<file path="src/rde_pkg.sv">
package rde_pkg;

  // field widths
  localparam int SYM_W    = 8;
  localparam int DIGIT_W  = 4;
  localparam int COUNT_W  = 6;
  localparam int RADIX_W  = 5;
  localparam int CFG_W    = 64;
  localparam int CFG_IDX_W = 2;

  // alphabet storage
  localparam int NUM_SYMS = 16;
  localparam int TABLE_W  = NUM_SYMS * SYM_W;

  typedef logic [TABLE_W-1:0] sym_table_t;

  // configuration register indexes
  localparam logic [CFG_IDX_W-1:0] REG_SYMBOLS_LOW  = 2'd0;
  localparam logic [CFG_IDX_W-1:0] REG_SYMBOLS_HIGH = 2'd1;
  localparam logic [CFG_IDX_W-1:0] REG_SYMBOL_COUNT = 2'd2;

  // register reset values
  localparam logic [CFG_W-1:0]   SYMBOLS_LOW_RST  = 64'h3736_3534_3332_3130;
  localparam logic [CFG_W-1:0]   SYMBOLS_HIGH_RST = 64'h0;
  localparam logic [RADIX_W-1:0] SYMBOL_COUNT_RST = 5'd10;

  // symbols that may not appear in an alphabet
  localparam logic [SYM_W-1:0] PLUS_SIGN  = 8'h2B;
  localparam logic [SYM_W-1:0] MINUS_SIGN = 8'h2D;
  localparam logic [SYM_W-1:0] NUL_SYM    = 8'h00;

  // byte k of the alphabet, symbol 0 in the low byte
  function automatic logic [SYM_W-1:0] sym_at(input sym_table_t tbl,
                                              input logic [DIGIT_W-1:0] k);
    sym_at = tbl[{k, 3'b000} +: SYM_W];
  endfunction

endpackage

</file>
<file path="src/radix_digit_emitter.sv">
// channel   | ports                                       | transfer
// ----------+---------------------------------------------+---------------------------
// input     | start, busy, in_value                       | start high while busy low
// result    | out_strobe, out_symbol, out_is_last,        | every cycle out_strobe high
//           | out_bad_alphabet, out_digit_count           |
// config    | cfg_we, cfg_index, cfg_wdata                | every cycle cfg_we high
//
// An item passes through the alphabet check, symbol by symbol over those in use, then
// one divide pass per digit, and then the replay of its digits. Each digit comes from a
// bit-serial restoring divide, one quotient bit a cycle, and digits are replayed most
// significant first from a digit stack.
// A bad alphabet gives its single result right after the check.
// rst_n is synchronous and restores the alphabet registers; results cannot be stalled.
module radix_digit_emitter #(
  parameter int MAX_SYMBOLS = 16,
  parameter int VALUE_BITS  = 32
) (
  input  logic                            clk,
  input  logic                            rst_n,
  input  logic                            start,
  output logic                            busy,
  input  logic [31:0]                     in_value,
  output logic                            out_strobe,
  output logic [rde_pkg::SYM_W-1:0]       out_symbol,
  output logic                            out_is_last,
  output logic                            out_bad_alphabet,
  output logic [rde_pkg::COUNT_W-1:0]     out_digit_count,
  input  logic                            cfg_we,
  input  logic [rde_pkg::CFG_IDX_W-1:0]   cfg_index,
  input  logic [rde_pkg::CFG_W-1:0]       cfg_wdata
);

  localparam int BIT_W   = $clog2(VALUE_BITS);
  localparam int STACK_W = VALUE_BITS * rde_pkg::DIGIT_W;
  localparam int DW      = rde_pkg::DIGIT_W;
  localparam int RW      = rde_pkg::RADIX_W;
  localparam int CW      = rde_pkg::COUNT_W;

  localparam logic [1:0] ST_IDLE  = 2'd0;
  localparam logic [1:0] ST_CHECK = 2'd1;
  localparam logic [1:0] ST_DIV   = 2'd2;
  localparam logic [1:0] ST_EMIT  = 2'd3;

  // configuration registers
  logic [rde_pkg::CFG_W-1:0] sym_low_r, sym_high_r;
  logic [RW-1:0]             sym_count_r;

  // control state
  logic [1:0]      state_r, state_nxt;
  logic [RW-1:0]   radix_r, radix_nxt;
  logic [DW-1:0]   chk_idx_r, chk_idx_nxt;
  logic [BIT_W-1:0] bit_cnt_r, bit_cnt_nxt;
  logic [CW-1:0]   nd_r, nd_nxt;
  logic [CW-1:0]   left_r, left_nxt;
  logic            out_strobe_r, out_strobe_nxt;

  // datapath
  logic [VALUE_BITS-1:0] q_r, q_nxt;
  logic [DW-1:0]         rem_r, rem_nxt;
  logic [STACK_W-1:0]    stack_r, stack_nxt;
  logic [rde_pkg::SYM_W-1:0] out_symbol_r, out_symbol_nxt;
  logic                  out_is_last_r, out_is_last_nxt;
  logic                  out_bad_r, out_bad_nxt;
  logic [CW-1:0]         out_count_r, out_count_nxt;

  rde_pkg::sym_table_t   tbl;
  logic [RW-1:0]         radix_clamped;
  logic [rde_pkg::SYM_W-1:0] cur_sym;
  logic                  dup;
  logic                  sym_bad;
  logic                  check_done;
  logic [RW-1:0]         trial;
  logic                  qbit;
  logic [DW-1:0]         rem_step;
  logic [CW-1:0]         nd_inc;

  assign tbl = {sym_high_r, sym_low_r};

  // radix in use, clamped to the symbol limit
  assign radix_clamped = (sym_count_r > RW'(MAX_SYMBOLS)) ? RW'(MAX_SYMBOLS) : sym_count_r;

  // alphabet check of one symbol against every later symbol in use
  assign cur_sym = rde_pkg::sym_at(tbl, chk_idx_r);

  always_comb begin
    dup = 1'b0;
    for (int j = 0; j < rde_pkg::NUM_SYMS; j++) begin
      if ((RW'(j) > {1'b0, chk_idx_r}) && (RW'(j) < radix_r) &&
          (rde_pkg::sym_at(tbl, DW'(j)) == cur_sym)) begin
        dup = 1'b1;
      end
    end
  end

  assign sym_bad = (radix_r < RW'(2)) || (cur_sym == rde_pkg::NUL_SYM) ||
                   (cur_sym == rde_pkg::PLUS_SIGN) || (cur_sym == rde_pkg::MINUS_SIGN) || dup;
  assign check_done = ({1'b0, chk_idx_r} + RW'(1)) == radix_r;

  // one restoring divide step
  assign trial    = {rem_r, q_r[VALUE_BITS-1]};
  assign qbit     = (trial >= radix_r);
  assign rem_step = qbit ? DW'(trial - radix_r) : DW'(trial);
  assign nd_inc   = nd_r + CW'(1);

  // sequencer
  always_comb begin
    state_nxt      = state_r;
    radix_nxt      = radix_r;
    chk_idx_nxt    = chk_idx_r;
    bit_cnt_nxt    = bit_cnt_r;
    nd_nxt         = nd_r;
    left_nxt       = left_r;
    q_nxt          = q_r;
    rem_nxt        = rem_r;
    stack_nxt      = stack_r;
    out_strobe_nxt = 1'b0;
    out_symbol_nxt = out_symbol_r;
    out_is_last_nxt = out_is_last_r;
    out_bad_nxt    = out_bad_r;
    out_count_nxt  = out_count_r;
    case (state_r)
      ST_IDLE: begin
        if (start) begin
          radix_nxt   = radix_clamped;
          chk_idx_nxt = '0;
          q_nxt       = in_value[VALUE_BITS-1:0];
          state_nxt   = ST_CHECK;
        end
      end
      ST_CHECK: begin
        if (sym_bad) begin
          // single error result
          out_strobe_nxt  = 1'b1;
          out_symbol_nxt  = rde_pkg::NUL_SYM;
          out_is_last_nxt = 1'b1;
          out_bad_nxt     = 1'b1;
          out_count_nxt   = '0;
          state_nxt       = ST_IDLE;
        end else if (check_done) begin
          rem_nxt     = '0;
          bit_cnt_nxt = '0;
          nd_nxt      = '0;
          state_nxt   = ST_DIV;
        end else begin
          chk_idx_nxt = chk_idx_r + DW'(1);
        end
      end
      ST_DIV: begin
        q_nxt   = {q_r[VALUE_BITS-2:0], qbit};
        rem_nxt = rem_step;
        bit_cnt_nxt = bit_cnt_r + BIT_W'(1);
        if (bit_cnt_r == BIT_W'(VALUE_BITS - 1)) begin
          // pass done: push the digit, stop once the quotient is zero
          stack_nxt   = {stack_r[STACK_W-DW-1:0], rem_step};
          nd_nxt      = nd_inc;
          rem_nxt     = '0;
          bit_cnt_nxt = '0;
          if (q_nxt == '0) begin
            left_nxt  = nd_inc;
            state_nxt = ST_EMIT;
          end
        end
      end
      ST_EMIT: begin
        // pop most significant digit first
        out_strobe_nxt  = 1'b1;
        out_symbol_nxt  = rde_pkg::sym_at(tbl, stack_r[DW-1:0]);
        out_is_last_nxt = (left_r == CW'(1));
        out_bad_nxt     = 1'b0;
        out_count_nxt   = (left_r == CW'(1)) ? nd_r : '0;
        stack_nxt       = {DW'(0), stack_r[STACK_W-1:DW]};
        left_nxt        = left_r - CW'(1);
        if (left_r == CW'(1)) begin
          state_nxt = ST_IDLE;
        end
      end
      default: begin
        state_nxt = ST_IDLE;
      end
    endcase
  end

  // configuration writes
  always_ff @(posedge clk) begin
    if (!rst_n) begin
      sym_low_r   <= rde_pkg::SYMBOLS_LOW_RST;
      sym_high_r  <= rde_pkg::SYMBOLS_HIGH_RST;
      sym_count_r <= rde_pkg::SYMBOL_COUNT_RST;
    end else if (cfg_we) begin
      case (cfg_index)
        rde_pkg::REG_SYMBOLS_LOW:  sym_low_r   <= cfg_wdata;
        rde_pkg::REG_SYMBOLS_HIGH: sym_high_r  <= cfg_wdata;
        rde_pkg::REG_SYMBOL_COUNT: sym_count_r <= cfg_wdata[RW-1:0];
        default: ;
      endcase
    end
  end

  // control registers
  always_ff @(posedge clk) begin
    if (!rst_n) begin
      state_r      <= ST_IDLE;
      radix_r      <= '0;
      chk_idx_r    <= '0;
      bit_cnt_r    <= '0;
      nd_r         <= '0;
      left_r       <= '0;
      out_strobe_r <= 1'b0;
    end else begin
      state_r      <= state_nxt;
      radix_r      <= radix_nxt;
      chk_idx_r    <= chk_idx_nxt;
      bit_cnt_r    <= bit_cnt_nxt;
      nd_r         <= nd_nxt;
      left_r       <= left_nxt;
      out_strobe_r <= out_strobe_nxt;
    end
  end

  // datapath registers
  always_ff @(posedge clk) begin
    q_r           <= q_nxt;
    rem_r         <= rem_nxt;
    stack_r       <= stack_nxt;
    out_symbol_r  <= out_symbol_nxt;
    out_is_last_r <= out_is_last_nxt;
    out_bad_r     <= out_bad_nxt;
    out_count_r   <= out_count_nxt;
  end

  assign busy             = (state_r != ST_IDLE);
  assign out_strobe       = out_strobe_r;
  assign out_symbol       = out_symbol_r;
  assign out_is_last      = out_is_last_r;
  assign out_bad_alphabet = out_bad_r;
  assign out_digit_count  = out_count_r;

endmodule

</file>
<file path="config.mk">
export PLATFORM = sky130hd
export DESIGN_NAME = radix_digit_emitter
export DESIGN_NICKNAME = d
export VERILOG_FILES = /design/src/rde_pkg.sv /design/src/radix_digit_emitter.sv
export SDC_FILE = /design/constraint.sdc
export NUM_CORES = 1
export LEC_CHECK = 0
export CELL_PAD_IN_SITES_DETAIL_PLACEMENT = 0
export CELL_PAD_IN_SITES_GLOBAL_PLACEMENT = 1
export CORE_UTILIZATION = 54
export DETAILED_ROUTE_END_ITERATION = 10
export DONT_BUFFER_PORTS = 1
export HOLD_SLACK_MARGIN = 0.06
export PLACE_DENSITY_LB_ADDON = 0.1
export SETUP_SLACK_MARGIN = 0.4
export SLEW_MARGIN = 30
export SYNTH_ARGS = -nofsm -noshare
export SYNTH_HDL_FRONTEND = slang
export SYNTH_SLANG_ARGS = --single-unit
</file>
<file path="constraint.sdc">
create_clock -name clk -period 7.3 [get_ports clk]
set_input_delay 0.365 -clock clk [delete_from_list [all_inputs] [get_ports clk]]
set_output_delay 0.365 -clock clk [all_outputs]
set_load 0.01 [all_outputs]
</file>
==> impl_metrics.env <==
export IMPL_finalCriticalPeriod_ps=4550
export IMPL_route_detailed_drc=0
export IMPL_p_leak_nw=7.42
export IMPL_syn_nets=2030
export IMPL_place_hpwl_mm=31.8
export IMPL_viasPerCell=5.79
export IMPL_drtIter0Drc=1166
export IMPL_syn_cell_area_um2=17800
export IMPL_antenna_cells=0
export IMPL_postRouteAntennaNets=0
export IMPL_ios=120
export IMPL_synth_cell_type_count=74
export IMPL_synth_avg_cell_area_um2=9.33
export IMPL_wl_per_cell_um=20.1
export IMPL_synth_area_leaders="edfxtp_1, dfxtp_1, nand2_1"
export IMPL_clk_latency_ps=540
export IMPL_hold_violations=0
export IMPL_pre_cts_slack_ps=2510
export IMPL_ir_drop_mv=0.195
export IMPL_post_cts_setup_buffers=0
export IMPL_hold_class="in -> reg"
export IMPL_initial_core_util_pct=54.9
export IMPL_layout_setup_ws_ps=2750
export IMPL_yosys_warnings=0
export IMPL_grt_overflow=0
export IMPL_rsz0062_at_grt="false"
export IMPL_ys_flop_type="edfxtp_1"
export IMPL_min_period_over_period_pct=62.3
export IMPL_tightestPinTransition_ps=912
export IMPL_dieArea_um2=33800
export IMPL_grt_pass1_wl_mm=75.5
export IMPL_io_buffers=0
export IMPL_hold_depth=2
export IMPL_maxCapViolations=0
export IMPL_core_area_um2=32500
export IMPL_drive_above_1_share_pct=8.66
export IMPL_dr_pass1_iters=7
export IMPL_wirelength_mm=48.3
export IMPL_async_flop_share_pct=0
export IMPL_synth_top_area_share_pct=30.3
export IMPL_synth_cells=1913
export IMPL_die_y_um=184
export IMPL_nets=2053
export IMPL_fin_skew_ps=19.7
export IMPL_ys_ff_latch=342
export IMPL_yosysTopAreaCell="edfxtp_1"
export IMPL_antenna_found_initial=1
export IMPL_ys_seq_area_share_pct=48.5
export IMPL_vias=13923
export IMPL_crit_fanout=23
export IMPL_worst_setup_path_type="reg -> reg"
export IMPL_slew_violations=0
export IMPL_worstPathRequired_ps=7470
export IMPL_place_congestion=0.938
export IMPL_cts_tree="built"
export IMPL_place_area_um2=17900
export IMPL_crit_arrival_ps=4720
export IMPL_reg2reg_depth=10
export IMPL_htreeDepth=2
export IMPL_cts_resized=0
export IMPL_cts_max_path_buffers=3
export IMPL_cts_root_buf="clkbuf_16"
export IMPL_slew_headroom_pct=39.2
export IMPL_grt_pass1_vias=13474
export IMPL_path_clk_slew_ps=60
export IMPL_synth_edf_count=180
export IMPL_rows=66
export IMPL_tns_ps=0
export IMPL_cts_buffers=38
export IMPL_track_usage_pct=28.8
export IMPL_power_density_nw_per_um2=217
export IMPL_setup_viol=0
export IMPL_holdBufCountCts=98
export IMPL_clock_sinks=342
export IMPL_fin_area_um2=20200
export IMPL_die_w_um=184
export IMPL_fillers=2851
export IMPL_outcome="complete, no violations"
export IMPL_start_kind="flop"
export IMPL_grt_max_degree=105
export IMPL_area_growth_pct=13.1
export IMPL_cp_end_kind="flop"
export IMPL_fmax_mhz=220
-- metrics by stage --
stage               utilization [%]  cells  hold WS [ps]  total power, W
floorplan                         -   1913           442         0.00238
global placement               55.1   2240           439         0.00245
detailed placement             55.1   2240           452         0.00245
CTS                            62.0   2406           112         0.00441
global route                   62.0   2406           120         0.00452
finish                         62.0   2406           118         0.00438
-- area by class of cell --
class                   instances  area [um^2]  share of cell area, %
inverters                      16         63.8                  0.316
clock buffers                  56         1100                   5.47
flip-flops and latches        342         8650                   42.9
multi-input cells            1425         8560                   42.4
repair buffers                113         1110                   5.52
well taps                     442          553                   2.74
clock inverters                12          136                  0.676
-- layer usage --
| layer | part of all wire (%) | track usage, % | routed length [um] |
|---|---|---|---|
| met1 | 45 | 40.4 | 21600 |
| met2 | 47 | 46.2 | 22600 |
| met4 | 2.5 | 8.50 | 1190 |
| met3 | 5.9 | 4.20 | 2860 |
| met5 | 0.023 | 0 | 11 |
-- sequential cells by signal (all words and copies together) (netlist names), named ones only --
register	flops
radix_r	5
sym_count_r	5
out_symbol	8
state_r	1
sym_low_r	64
sym_high_r	64
rem_r	4
out_digit_count	6
q_r	32
left_r	6
out_bad_alphabet	1
out_strobe	1
stack_r	128
out_is_last	1
bit_cnt_r	5
nd_r	6
chk_idx_r	4
-- critical path, stage by stage (launching register included) --
cell and delay, ps:
dfxtp_2 700, nand2b_1 660, o221ai_1 290, a21oi_4 680, xnor2_1 130, nor4_1 320
nand3_1 160, o41ai_4 300, nor4_4 70, buf_4 230, a41oi_4 600
-- worst paths after layout --
path,from,end,slack [ps]
worst max-delay path,chk_idx_r[1],out_digit_count[4],2750
worst min-delay path,rst_n,sym_count_r[1],120
worst max register to register,chk_idx_r[1],out_digit_count[4],2750
worst min register to register,sym_low_r[0],sym_low_r[0],470
-- cell usage in the layout, fill, tap and decap left out, types with 5 or more instances in the layout --
master / netlist / routed
nor2_1: 40 / 38
a22o_1: 8 / 8
or2_2: 5 / 5
o221ai_1: 16 / 16
xnor2_1: 102 / 102
edfxtp_1: 180 / 180
o21ai_0: 17 / 17
mux2i_1: 37 / 37
dlygate4sd3_1: 0 / 97
nand4_1: 15 / 15
clkbuf_16: 0 / 39
inv_1: 14 / 13
xor2_1: 30 / 30
o21a_1: 9 / 8
dfxtp_1: 162 / 160
buf_4: 5 / 12
clkinv_2: 0 / 5
nand3b_1: 6 / 6
and2_1: 22 / 21
a21oi_4: 9 / 9
a21oi_1: 126 / 126
o211ai_1: 5 / 5
nor3_1: 15 / 15
nor4_1: 24 / 24
nand2_1: 754 / 753
ha_1: 14 / 14
nand3_1: 47 / 47
clkbuf_1: 94 / 10
mux4_2: 54 / 54
clkbuf_8: 0 / 6
-- cell families (layout without fill, tap and decap cells) --
| kind of cell | count (synthesis) | in the layout | share of synthesized area (%) |
|---|---|---|---|
| DFF | 342 | 342 | 48.5 |
| xor gates and xnor gates | 132 | 132 | 6.48 |
| AOI/OAI and AO/OA | 228 | 228 | 8.55 |
| buffers and inverters | 146 | 197 | 3.84 |
| muxes | 93 | 93 | 9.18 |
| and+or+nand+nor | 957 | 957 | 22.4 |
| adders and majority gates | 15 | 15 | 1.09 |
-- cells in the mapped netlist (16+ instances only) --
| cell | instances |
|---|---|
| nand2_1 | 754 |
| xor2_1 | 30 |
| nor2_1 | 40 |
| dfxtp_1 | 162 |
| edfxtp_1 | 180 |
| nand3_1 | 47 |
| o221ai_1 | 16 |
| clkbuf_1 | 94 |
| a21oi_1 | 126 |
| mux2i_1 | 37 |
| nor4_1 | 24 |
| and2_1 | 22 |
| o21ai_0 | 17 |
| mux4_2 | 54 |
| xnor2_1 | 102 |
-- report_power, final --
group	internal, W	switching [W]	total [W]
registers	0.00206	0.0000687	0.00213
logic	0.000152	0.000186	0.000338
clock network	0.00113	0.000783	0.00191
total	0.00334	0.00104	0.00438
Power figures use the tool's default switching activity.
